<file path="config.mk">
export PLATFORM = sky130hd
export DESIGN_NAME = differential_drive_odometry
export DESIGN_NICKNAME = d
export VERILOG_FILES = /design/src/hdl/ddo_pkg.sv /design/src/hdl/ddo_mul.sv /design/src/hdl/differential_drive_odometry.sv
export SDC_FILE = /design/constraint.sdc
export NUM_CORES = 2
export LEC_CHECK = 0
export BUFFER_PORTS_ARGS = -buffer_cell sky130_fd_sc_hd__buf_4
export CAP_MARGIN = 40
export CORE_MARGIN = 5
export CORE_UTILIZATION = 37
export DETAILED_ROUTE_END_ITERATION = 7
export SYNTH_ARGS = -nofsm -noshare
export SYNTH_HDL_FRONTEND = slang
export SYNTH_SLANG_ARGS = --single-unit
</file>
<file path="constraint.sdc">
create_clock -name i_clk -period 13.7 [get_ports i_clk]
set_clock_uncertainty 0.1 [all_clocks]
set_input_delay 0.685 -clock i_clk [delete_from_list [all_inputs] [get_ports i_clk]]
set_output_delay 0.685 -clock i_clk [all_outputs]
set_load 0.02 [all_outputs]
</file>
<file path="src/hdl/ddo_pkg.sv">
// Shared types, opcodes and constants for the odometry block.
// No dependencies.
package ddo_pkg;

    typedef enum logic [4:0] {
        ST_IDLE,
        ST_X,
        ST_SQ,
        ST_SQ_TAKE,
        ST_DIV_MUL,
        ST_DIV_FIX,
        ST_T_MUL,
        ST_T_TAKE,
        ST_SIN_MUL,
        ST_SIN_TAKE,
        ST_STEP_X,
        ST_ADD_X,
        ST_ADD_Y,
        ST_DIVIDE,
        ST_SNAP_CHK,
        ST_SNAP_MUL,
        ST_SNAP_SET,
        ST_FINISH
    } t_state;

    localparam logic [1:0] OP_MOVE   = 2'd0;
    localparam logic [1:0] OP_SNAP_X = 2'd1;
    localparam logic [1:0] OP_SNAP_Y = 2'd2;

    localparam logic [15:0] DEG_360 = 16'd46080;
    localparam logic [15:0] DEG_270 = 16'd34560;
    localparam logic [15:0] DEG_180 = 16'd23040;
    localparam logic [15:0] DEG_90  = 16'd11520;
    localparam logic [15:0] DEG_45  = 16'd5760;

    localparam logic [31:0] RAD_Q30 = 32'd146409;
    localparam logic [30:0] ONE_Q30 = 31'h4000_0000;

    localparam logic [23:0] GRID_RESET   = 24'd131072;
    localparam logic [23:0] WINDOW_RESET = 24'd16384;

    // Series divisors: sine terms first, then cosine terms.
    function automatic logic [6:0] div_const(input logic [2:0] idx);
        logic [6:0] d;
        case (idx)
            3'd0:    d = 7'd72;
            3'd1:    d = 7'd42;
            3'd2:    d = 7'd20;
            3'd3:    d = 7'd6;
            3'd4:    d = 7'd56;
            3'd5:    d = 7'd30;
            3'd6:    d = 7'd12;
            default: d = 7'd2;
        endcase
        return d;
    endfunction

    // floor(2^32 / divisor)
    function automatic logic [31:0] recip(input logic [2:0] idx);
        logic [31:0] m;
        case (idx)
            3'd0:    m = 32'd59652323;
            3'd1:    m = 32'd102261126;
            3'd2:    m = 32'd214748364;
            3'd3:    m = 32'd715827882;
            3'd4:    m = 32'd76695844;
            3'd5:    m = 32'd143165576;
            3'd6:    m = 32'd357913941;
            default: m = 32'd2147483648;
        endcase
        return m;
    endfunction

endpackage

</file>
<file path="src/hdl/ddo_mul.sv">
// Shared 32x32 unsigned multiplier with registered product.
// No dependencies.
module ddo_mul (
    input  logic        i_clk,
    input  logic [31:0] i_a,
    input  logic [31:0] i_b,
    output logic [63:0] o_p
);

    logic [63:0] r_p;

    always_ff @(posedge i_clk) begin
        r_p <= 64'(i_a) * 64'(i_b);
    end

    assign o_p = r_p;

endmodule

</file>
<file path="src/hdl/differential_drive_odometry.sv">
// Top level of the dead-reckoning odometry block: sequencer and datapath.
// Depends on ddo_pkg and ddo_mul.
//
// Usage: one input channel (i_in_valid / o_in_ready) takes a transaction of
// opcode, heading and two wheel powers; one output channel (o_out_valid /
// i_out_ready) returns the x and y position after that transaction.
// Move: from accept to result the sequencer forms the angle and its square,
// runs the sine and cosine series (eight reciprocal divides and seven series
// products through the one shared multiplier), makes the two position steps
// and loads the output register. Snap: a bit-serial grid division, then a
// rounding and window check and, when the position lies inside the window,
// a product with the grid pitch that sets it; snaps with zero grid or window
// and unused opcodes go straight to the output register. One transaction is
// in flight at a time; o_in_ready is high only when the sequencer is idle.
// The result sits in an output register, so a new transaction is accepted
// while it waits; if the receiver still stalls when the next result is done,
// the sequencer holds. Reset clears position and wheel state and loads the
// default grid pitch and snap window. Registers: grid_pitch at 0x0,
// snap_window at 0x4.
module differential_drive_odometry (
    input  logic               i_clk,
    input  logic               i_rst_n,
    input  logic               i_in_valid,
    output logic               o_in_ready,
    input  logic [1:0]         i_opcode,
    input  logic signed [15:0] i_heading,
    input  logic signed [15:0] i_left_power,
    input  logic signed [15:0] i_right_power,
    output logic               o_out_valid,
    input  logic               i_out_ready,
    output logic signed [31:0] o_pos_x,
    output logic signed [31:0] o_pos_y,
    input  logic               psel,
    input  logic               penable,
    input  logic               pwrite,
    input  logic [2:0]         paddr,
    input  logic [31:0]        pwdata,
    output logic [31:0]        prdata,
    output logic               pready
);

    ddo_pkg::t_state r_state, n_state;

    logic [23:0] r_grid, r_window;
    logic [15:0] r_left, r_right;
    logic [31:0] r_x_pos, r_y_pos;
    logic [12:0] r_u;
    logic [1:0]  r_quad;
    logic        r_swap;
    logic [17:0] r_speed_mag;
    logic        r_speed_neg;
    logic [29:0] r_xr, r_x2, r_v;
    logic [30:0] r_t, r_sin, r_cos;
    logic        r_chain;
    logic [1:0]  r_term;
    logic        r_snap_y, r_neg;
    logic [31:0] r_div;
    logic [24:0] r_rem;
    logic [4:0]  r_cnt;
    logic        r_out_valid;
    logic [31:0] r_out_x, r_out_y;

    logic [31:0] mul_a, mul_b;
    logic [63:0] prod;

    ddo_mul u_mul (
        .i_clk (i_clk),
        .i_a   (mul_a),
        .i_b   (mul_b),
        .o_p   (prod)
    );

    // Configuration port
    logic cfg_wr;
    assign cfg_wr = psel & penable & pwrite;
    assign pready = 1'b1;
    assign prdata = paddr[2] ? {8'd0, r_window} : {8'd0, r_grid};

    logic in_acc;
    assign o_in_ready = (r_state == ddo_pkg::ST_IDLE);
    assign in_acc     = i_in_valid & o_in_ready;

    // Wheel averaging, truncated toward zero
    logic [16:0] l_sum, r_sum, l_adj, r_adj;
    logic [15:0] nl, nr;
    logic [16:0] spd_sum, spd_abs;
    assign l_sum = {i_left_power[15], i_left_power} + {r_left[15], r_left};
    assign r_sum = {i_right_power[15], i_right_power} + {r_right[15], r_right};
    assign l_adj = l_sum + 17'(l_sum[16]);
    assign r_adj = r_sum + 17'(r_sum[16]);
    assign nl = l_adj[16:1];
    assign nr = r_adj[16:1];
    assign spd_sum = {nl[15], nl} + {nr[15], nr};
    assign spd_abs = spd_sum[16] ? (17'd0 - spd_sum) : spd_sum;

    // Heading reduction to quadrant and octant angle
    logic [15:0] a_wrap, a_rel, a_base;
    logic [1:0]  a_quad;
    logic        a_swap;
    logic [15:0] a_u;
    always_comb begin
        a_wrap = i_heading[15] ? (i_heading + ddo_pkg::DEG_360) : i_heading;
        if (a_wrap >= ddo_pkg::DEG_270) begin
            a_quad = 2'd3;
            a_base = ddo_pkg::DEG_270;
        end else if (a_wrap >= ddo_pkg::DEG_180) begin
            a_quad = 2'd2;
            a_base = ddo_pkg::DEG_180;
        end else if (a_wrap >= ddo_pkg::DEG_90) begin
            a_quad = 2'd1;
            a_base = ddo_pkg::DEG_90;
        end else begin
            a_quad = 2'd0;
            a_base = 16'd0;
        end
        a_rel  = a_wrap - a_base;
        a_swap = (a_rel > ddo_pkg::DEG_45);
        a_u    = a_swap ? (ddo_pkg::DEG_90 - a_rel) : a_rel;
    end

    // Constant divide correction
    logic [2:0]  idx;
    logic [29:0] fq0, fq;
    logic [6:0]  dv;
    logic [36:0] fqd;
    logic [30:0] frem, t_new;
    assign idx   = {r_chain, r_term};
    assign dv    = ddo_pkg::div_const(idx);
    assign fq0   = prod[61:32];
    assign fqd   = 37'(fq0) * 37'(dv);
    assign frem  = {1'b0, r_v} - fqd[30:0];
    assign fq    = fq0 + 30'(frem >= 31'(dv));
    assign t_new = ddo_pkg::ONE_Q30 - {1'b0, fq};

    // Octant and quadrant signs
    logic [30:0] s0, c0, cos_mag, sin_mag;
    logic        cos_neg, sin_neg;
    always_comb begin
        s0 = r_swap ? r_cos : r_sin;
        c0 = r_swap ? r_sin : r_cos;
        case (r_quad)
            2'd0: begin
                cos_mag = c0; cos_neg = 1'b0; sin_mag = s0; sin_neg = 1'b0;
            end
            2'd1: begin
                cos_mag = s0; cos_neg = 1'b1; sin_mag = c0; sin_neg = 1'b0;
            end
            2'd2: begin
                cos_mag = c0; cos_neg = 1'b1; sin_mag = s0; sin_neg = 1'b1;
            end
            default: begin
                cos_mag = s0; cos_neg = 1'b0; sin_mag = c0; sin_neg = 1'b1;
            end
        endcase
    end

    function automatic logic [31:0] add_step(input logic [31:0] pos,
                                             input logic [63:0] p,
                                             input logic neg);
        logic [63:0] rnd;
        logic [19:0] mag;
        logic [32:0] delta, sum;
        logic [31:0] res;
        rnd   = p + 64'h2000_0000;
        mag   = rnd[49:30];
        delta = neg ? (33'd0 - {13'd0, mag}) : {13'd0, mag};
        sum   = {pos[31], pos} + delta;
        if (sum[32] != sum[31]) begin
            res = sum[32] ? 32'h8000_0000 : 32'h7FFF_FFFF;
        end else begin
            res = sum[31:0];
        end
        return res;
    endfunction

    // Snap helpers
    logic [31:0] snap_p, snap_abs;
    logic [24:0] rem_sh;
    logic        div_ge;
    logic [23:0] s_rem, s_dist;
    logic        s_up;
    logic [32:0] s_mag;
    logic [31:0] s_res;
    always_comb begin
        snap_p   = (i_opcode == ddo_pkg::OP_SNAP_Y) ? r_y_pos : r_x_pos;
        snap_abs = snap_p[31] ? (32'd0 - snap_p) : snap_p;
        rem_sh   = {r_rem[23:0], r_div[31]};
        div_ge   = (rem_sh >= {1'b0, r_grid});
        s_rem    = r_rem[23:0];
        s_up     = ({s_rem, 1'b0} >= {1'b0, r_grid});
        s_dist   = s_up ? (r_grid - s_rem) : s_rem;
        s_mag    = prod[32:0];
        if (r_neg) begin
            s_res = (s_mag > 33'h0_8000_0000) ? 32'h8000_0000 : (32'd0 - s_mag[31:0]);
        end else begin
            s_res = (s_mag > 33'h0_7FFF_FFFF) ? 32'h7FFF_FFFF : s_mag[31:0];
        end
    end

    // Next state and multiplier operands
    always_comb begin
        n_state = r_state;
        mul_a   = 32'd0;
        mul_b   = 32'd0;
        case (r_state)
            ddo_pkg::ST_IDLE: begin
                if (in_acc) begin
                    case (i_opcode)
                        ddo_pkg::OP_MOVE: n_state = ddo_pkg::ST_X;
                        ddo_pkg::OP_SNAP_X, ddo_pkg::OP_SNAP_Y: begin
                            if (r_grid == 24'd0 || r_window == 24'd0) begin
                                n_state = ddo_pkg::ST_FINISH;
                            end else begin
                                n_state = ddo_pkg::ST_DIVIDE;
                            end
                        end
                        default: n_state = ddo_pkg::ST_FINISH;
                    endcase
                end
            end
            ddo_pkg::ST_X: begin
                mul_a   = {19'd0, r_u};
                mul_b   = ddo_pkg::RAD_Q30;
                n_state = ddo_pkg::ST_SQ;
            end
            ddo_pkg::ST_SQ: begin
                mul_a   = prod[31:0];
                mul_b   = prod[31:0];
                n_state = ddo_pkg::ST_SQ_TAKE;
            end
            ddo_pkg::ST_SQ_TAKE: n_state = ddo_pkg::ST_DIV_MUL;
            ddo_pkg::ST_DIV_MUL: begin
                mul_a   = {2'd0, r_v};
                mul_b   = ddo_pkg::recip(idx);
                n_state = ddo_pkg::ST_DIV_FIX;
            end
            ddo_pkg::ST_DIV_FIX: begin
                if (r_term != 2'd3) begin
                    n_state = ddo_pkg::ST_T_MUL;
                end else if (!r_chain) begin
                    n_state = ddo_pkg::ST_SIN_MUL;
                end else begin
                    n_state = ddo_pkg::ST_STEP_X;
                end
            end
            ddo_pkg::ST_T_MUL: begin
                mul_a   = {2'd0, r_x2};
                mul_b   = {1'b0, r_t};
                n_state = ddo_pkg::ST_T_TAKE;
            end
            ddo_pkg::ST_T_TAKE: n_state = ddo_pkg::ST_DIV_MUL;
            ddo_pkg::ST_SIN_MUL: begin
                mul_a   = {2'd0, r_xr};
                mul_b   = {1'b0, r_t};
                n_state = ddo_pkg::ST_SIN_TAKE;
            end
            ddo_pkg::ST_SIN_TAKE: n_state = ddo_pkg::ST_DIV_MUL;
            ddo_pkg::ST_STEP_X: begin
                mul_a   = {14'd0, r_speed_mag};
                mul_b   = {1'b0, cos_mag};
                n_state = ddo_pkg::ST_ADD_X;
            end
            ddo_pkg::ST_ADD_X: begin
                mul_a   = {14'd0, r_speed_mag};
                mul_b   = {1'b0, sin_mag};
                n_state = ddo_pkg::ST_ADD_Y;
            end
            ddo_pkg::ST_ADD_Y: n_state = ddo_pkg::ST_FINISH;
            ddo_pkg::ST_DIVIDE: begin
                if (r_cnt == 5'd31) begin
                    n_state = ddo_pkg::ST_SNAP_CHK;
                end
            end
            ddo_pkg::ST_SNAP_CHK: begin
                n_state = (s_dist >= r_window) ? ddo_pkg::ST_FINISH : ddo_pkg::ST_SNAP_MUL;
            end
            ddo_pkg::ST_SNAP_MUL: begin
                mul_a   = r_div;
                mul_b   = {8'd0, r_grid};
                n_state = ddo_pkg::ST_SNAP_SET;
            end
            ddo_pkg::ST_SNAP_SET: n_state = ddo_pkg::ST_FINISH;
            ddo_pkg::ST_FINISH: begin
                if (!r_out_valid) begin
                    n_state = ddo_pkg::ST_IDLE;
                end
            end
            default: n_state = ddo_pkg::ST_IDLE;
        endcase
    end

    always_ff @(posedge i_clk) begin
        if (!i_rst_n) begin
            r_state <= ddo_pkg::ST_IDLE;
        end else begin
            r_state <= n_state;
        end
    end

    // Architectural state and output register
    always_ff @(posedge i_clk) begin
        if (!i_rst_n) begin
            r_grid      <= ddo_pkg::GRID_RESET;
            r_window    <= ddo_pkg::WINDOW_RESET;
            r_left      <= 16'd0;
            r_right     <= 16'd0;
            r_x_pos     <= 32'd0;
            r_y_pos     <= 32'd0;
            r_out_valid <= 1'b0;
        end else begin
            if (cfg_wr) begin
                if (paddr[2]) begin
                    r_window <= pwdata[23:0];
                end else begin
                    r_grid <= pwdata[23:0];
                end
            end
            if (in_acc && i_opcode == ddo_pkg::OP_MOVE) begin
                r_left  <= nl;
                r_right <= nr;
            end
            case (r_state)
                ddo_pkg::ST_ADD_X: r_x_pos <= add_step(r_x_pos, prod, r_speed_neg ^ cos_neg);
                ddo_pkg::ST_ADD_Y: r_y_pos <= add_step(r_y_pos, prod, r_speed_neg ^ sin_neg);
                ddo_pkg::ST_SNAP_SET: begin
                    if (r_snap_y) begin
                        r_y_pos <= s_res;
                    end else begin
                        r_x_pos <= s_res;
                    end
                end
                default: ;
            endcase
            if (r_state == ddo_pkg::ST_FINISH && !r_out_valid) begin
                r_out_valid <= 1'b1;
            end else if (r_out_valid && i_out_ready) begin
                r_out_valid <= 1'b0;
            end
        end
    end

    // Working registers
    always_ff @(posedge i_clk) begin
        if (in_acc) begin
            r_u         <= a_u[12:0];
            r_quad      <= a_quad;
            r_swap      <= a_swap;
            r_speed_mag <= {spd_abs, 1'b0};
            r_speed_neg <= spd_sum[16];
            r_snap_y    <= (i_opcode == ddo_pkg::OP_SNAP_Y);
            r_neg       <= snap_p[31];
            r_div       <= snap_abs;
            r_rem       <= 25'd0;
            r_cnt       <= 5'd0;
        end
        case (r_state)
            ddo_pkg::ST_SQ: r_xr <= prod[29:0];
            ddo_pkg::ST_SQ_TAKE: begin
                r_x2    <= prod[59:30];
                r_v     <= prod[59:30];
                r_chain <= 1'b0;
                r_term  <= 2'd0;
            end
            ddo_pkg::ST_DIV_FIX: begin
                r_t <= t_new;
                if (r_term == 2'd3 && r_chain) begin
                    r_cos <= t_new;
                end
                if (r_term != 2'd3) begin
                    r_term <= r_term + 2'd1;
                end
            end
            ddo_pkg::ST_T_TAKE: r_v <= prod[59:30];
            ddo_pkg::ST_SIN_TAKE: begin
                r_sin   <= prod[60:30];
                r_chain <= 1'b1;
                r_term  <= 2'd0;
                r_v     <= r_x2;
            end
            ddo_pkg::ST_DIVIDE: begin
                // one quotient bit per cycle
                r_rem <= div_ge ? (rem_sh - {1'b0, r_grid}) : rem_sh;
                r_div <= {r_div[30:0], div_ge};
                r_cnt <= r_cnt + 5'd1;
            end
            ddo_pkg::ST_SNAP_CHK: r_div <= r_div + 32'(s_up);
            ddo_pkg::ST_FINISH: begin
                if (!r_out_valid) begin
                    r_out_x <= r_x_pos;
                    r_out_y <= r_y_pos;
                end
            end
            default: ;
        endcase
    end

    assign o_out_valid = r_out_valid;
    assign o_pos_x     = r_out_x;
    assign o_pos_y     = r_out_y;

endmodule

</file>
==> results.sh <==
export IMPL_yosys_area_top_type="fa_1"
export IMPL_wire_per_inst_um=22.3
export IMPL_grt_start_max_net_pins=69
export IMPL_max_stage_delay_ns=0.71
export IMPL_postLayoutSetupSlackWorst_ns=2.00
export IMPL_worstMarginPinSlew_ns=1.11
export IMPL_yosys_top_cells_count="1431 x nand2_1, 1399 x inv_1, 1030 x fa_1"
export IMPL_setup_viol=0
export IMPL_die_area_um2=215000
export IMPL_crit_path_max_fanout=29
export IMPL_clock_sinks=559
export IMPL_fin_area_um2=83300
export IMPL_synth_yosys_seq_area_share_pct=19.2
export IMPL_async_flop_share_pct=0
export IMPL_grt_pass1_vias=64400
export IMPL_synth_most_common_cell="nand2_1"
export IMPL_rsz0062_at_grt="no"
export IMPL_hold_buffers=0
export IMPL_critPathSlowestCell="or3b_2"
export IMPL_vias=64300
export IMPL_syn_inst=8862
export IMPL_clk_latency_ns=0.66
export IMPL_syn_cell_area_um2=76300
export IMPL_fp_dieH_um=464
export IMPL_htreeDepth=3
export IMPL_cap_violations=0
export IMPL_slew_headroom_pct=26.2
export IMPL_cts_root_buffer="clkbuf_16"
export IMPL_synthTopCellsByArea="fa_1 27%, edfxtp_1 14%, ha_1 8.8%, nand2_1 7.0%, inv_1 6.9%"
export IMPL_post_place_ws_ns=2.27
export IMPL_synth_area_per_cell_um2=8.60
export IMPL_ios=191
export IMPL_start_util_pct=37.2
export IMPL_ys_warn_count=0
export IMPL_place_area_um2=81100
export IMPL_cts_tree="built"
export IMPL_core_area_um2=205000
export IMPL_cp_common_cell="ha_1"
export IMPL_post_synth_xor_area_fraction_pct=4.77
export IMPL_status="completed"
export IMPL_final_period_utilization_pct=85.4
export IMPL_io_buffers=171
export IMPL_synth_cell_types=97
export IMPL_final_min_clock_period_ns=11.70
export IMPL_grt_ovfl_total=0
export IMPL_drive_gt1_share_pct=6.96
export IMPL_drv_slew=0
export IMPL_clk_pin_slew_ns=0.07
export IMPL_vias_per_cell=5.54
export IMPL_timing_fmax_mhz=85.4
export IMPL_crit_required_ns=14.05
export IMPL_cp_data_arrival_time_ns=12.06
export IMPL_dp_hpwl_um=202000
export IMPL_synth_adder_area_share_pct=35.8
export IMPL_synthMuxAreaShare_pct=1.37
export IMPL_die_w_um=464
export IMPL_cts_made_buffers=67
export IMPL_peakVddDrop_mv=0.157
export IMPL_synth_compound_area_share_pct=12.6
export IMPL_tns_ns=0
export IMPL_drc=0
export IMPL_area_delta_synth_final_pct=9.24
export IMPL_antenna_found_initial=7
export IMPL_synth_top_family_by_area="adder cells"
export IMPL_globalRouteTotalUtil_pct=23.7
export IMPL_crit_type="reg -> reg"
export IMPL_rows=166
export IMPL_p_leak_nw=37.0
export IMPL_power_density_nw_per_um2=259
export IMPL_fin_nets=10500
export IMPL_synth_seq_cells=559
export IMPL_drt_antenna_violating_nets=0
export IMPL_synth_ff_type="edfxtp_1"
export IMPL_synthSimpleGateAreaFrac_pct=16.9
export IMPL_synth_top_cell_area_share_pct=27.0
export IMPL_drt_total_wl_um=259000
export IMPL_dr_pass1_iters=8
export IMPL_gp_congestion=0.956
export IMPL_cts_resized=0
export IMPL_cts_buffer_depth=3
export IMPL_dp_cells=11500
export IMPL_synth_enable_flop_cells=347
export IMPL_grt_pass1_wl_um=397000
export IMPL_end_kind="flip-flop"
export IMPL_hold_viol_final=0
export IMPL_post_cts_buffers=0
export IMPL_cp_start_kind="flip-flop"
export IMPL_timing_hold_worst_class="in -> reg"
export IMPL_first_iter_violations=6090
export IMPL_final_cells=11600
-- cells by family after synthesis --
logic type      count (synthesis)
simple gates                 2868
buf+inv                      1845
flops                         559
other cells                     2
mux                           102
xor+xnor                      414
compound gates               1506
fa+ha+maj                    1566
-- routing by layer --
layer	global-route usage (%)	part of all wire, %
met2	37.8	45
met4	8.06	4.1
met5	0	0.012
met3	4.19	8.2
met1	32.6	42
-- through the flow --
step	hold WS, ns	power, mW	util (%)
final	0.161	21.6	40.7
after global routing	0.136	23.4	40.7
after CTS	0.131	21.5	40.7
after detailed placement	0.356	19.5	39.6
after global placement	0.349	19.3	39.4
after floorplan	0.303	14.0	-
-- power by group --
part	leakage, nW	switching (mW)	total, mW	internal, mW
Clock	1.09	0.803	1.84	1.04
Combinational	30.9	10.9	16.9	5.98
Sequential	4.92	0.537	2.90	2.36
-- final timing paths --
| kind | start | to | slack [ns] | depth (start not counted) |
|---|---|---|---|---|
| max | r_term[0] | r_cos[27] | 2.00 | 37 |
| min | i_heading[0] | r_u[0] | 0.16 | 1 |
| max reg2reg | r_term[0] | r_cos[27] | 2.00 | 37 |
| min reg2reg | r_left[8] | r_left[8] | 0.36 | 2 |
-- worst max-delay path, delay by kind of cell (launching register included) --
family                   cells  cell delay [ns]
AND/OR/NAND/NOR             13             4.67
adder cells (fa/ha/maj)      9             3.56
AO/OA/AOI/OAI                9             1.90
XOR/XNOR                     3             0.64
flip-flops                   1             0.42
buffers and inverters        3             0.17
-- layout make-up --
| type | count | area, um^2 |
|---|---|---|
| fill | 20400 | 121000 |
| sequential | 559 | 14700 |
| multi-input combinational | 6465 | 54900 |
| timing repair buffer | 359 | 2920 |
| inverter | 1405 | 5270 |
| antenna | 3 | 7.51 |
| tap | 2688 | 3360 |
| clock inverter | 34 | 325 |
| clock buffer | 89 | 1880 |
-- layout by cell type, fill, tap and decap left out, drive strengths merged, types with 20 or more instances in the layout --
cell type / count
o21ai: 366
o21bai: 30
nand2b: 59
xor2: 144
or3: 48
a211oi: 48
nor2b: 50
clkinv: 24
fa: 1030
ha: 536
or2: 39
mux2i: 86
dfxtp: 212
and3: 47
buf: 359
nor3: 151
nand2: 1431
xnor2: 269
edfxtp: 347
inv: 1410
a21o: 103
a21boi: 23
clkbuf: 89
a31oi: 99
a22oi: 56
nor2: 533
a221oi: 20
and4: 20
nand3: 103
and2: 212
a21oi: 415
o211ai: 53
nor4: 52
nand4: 63
o21a: 50
o31ai: 35
-- state kept, by name, indices dropped and copies added (netlist names), 5 cells and up --
register / flops
r_x_pos: 32
r_cnt: 5
r_sin: 31
r_right: 16
r_xr: 30
r_u: 13
o_pos_x: 32
r_div: 32
r_window: 24
r_rem: 24
r_state: 5
o_pos_y: 32
r_cos: 31
u_mul.o_p: 62
r_left: 16
r_v: 30
r_x2: 30
r_y_pos: 32
r_speed_mag: 17
r_grid: 24
r_t: 31
Note: power is estimated with default switching activity, not from simulation.
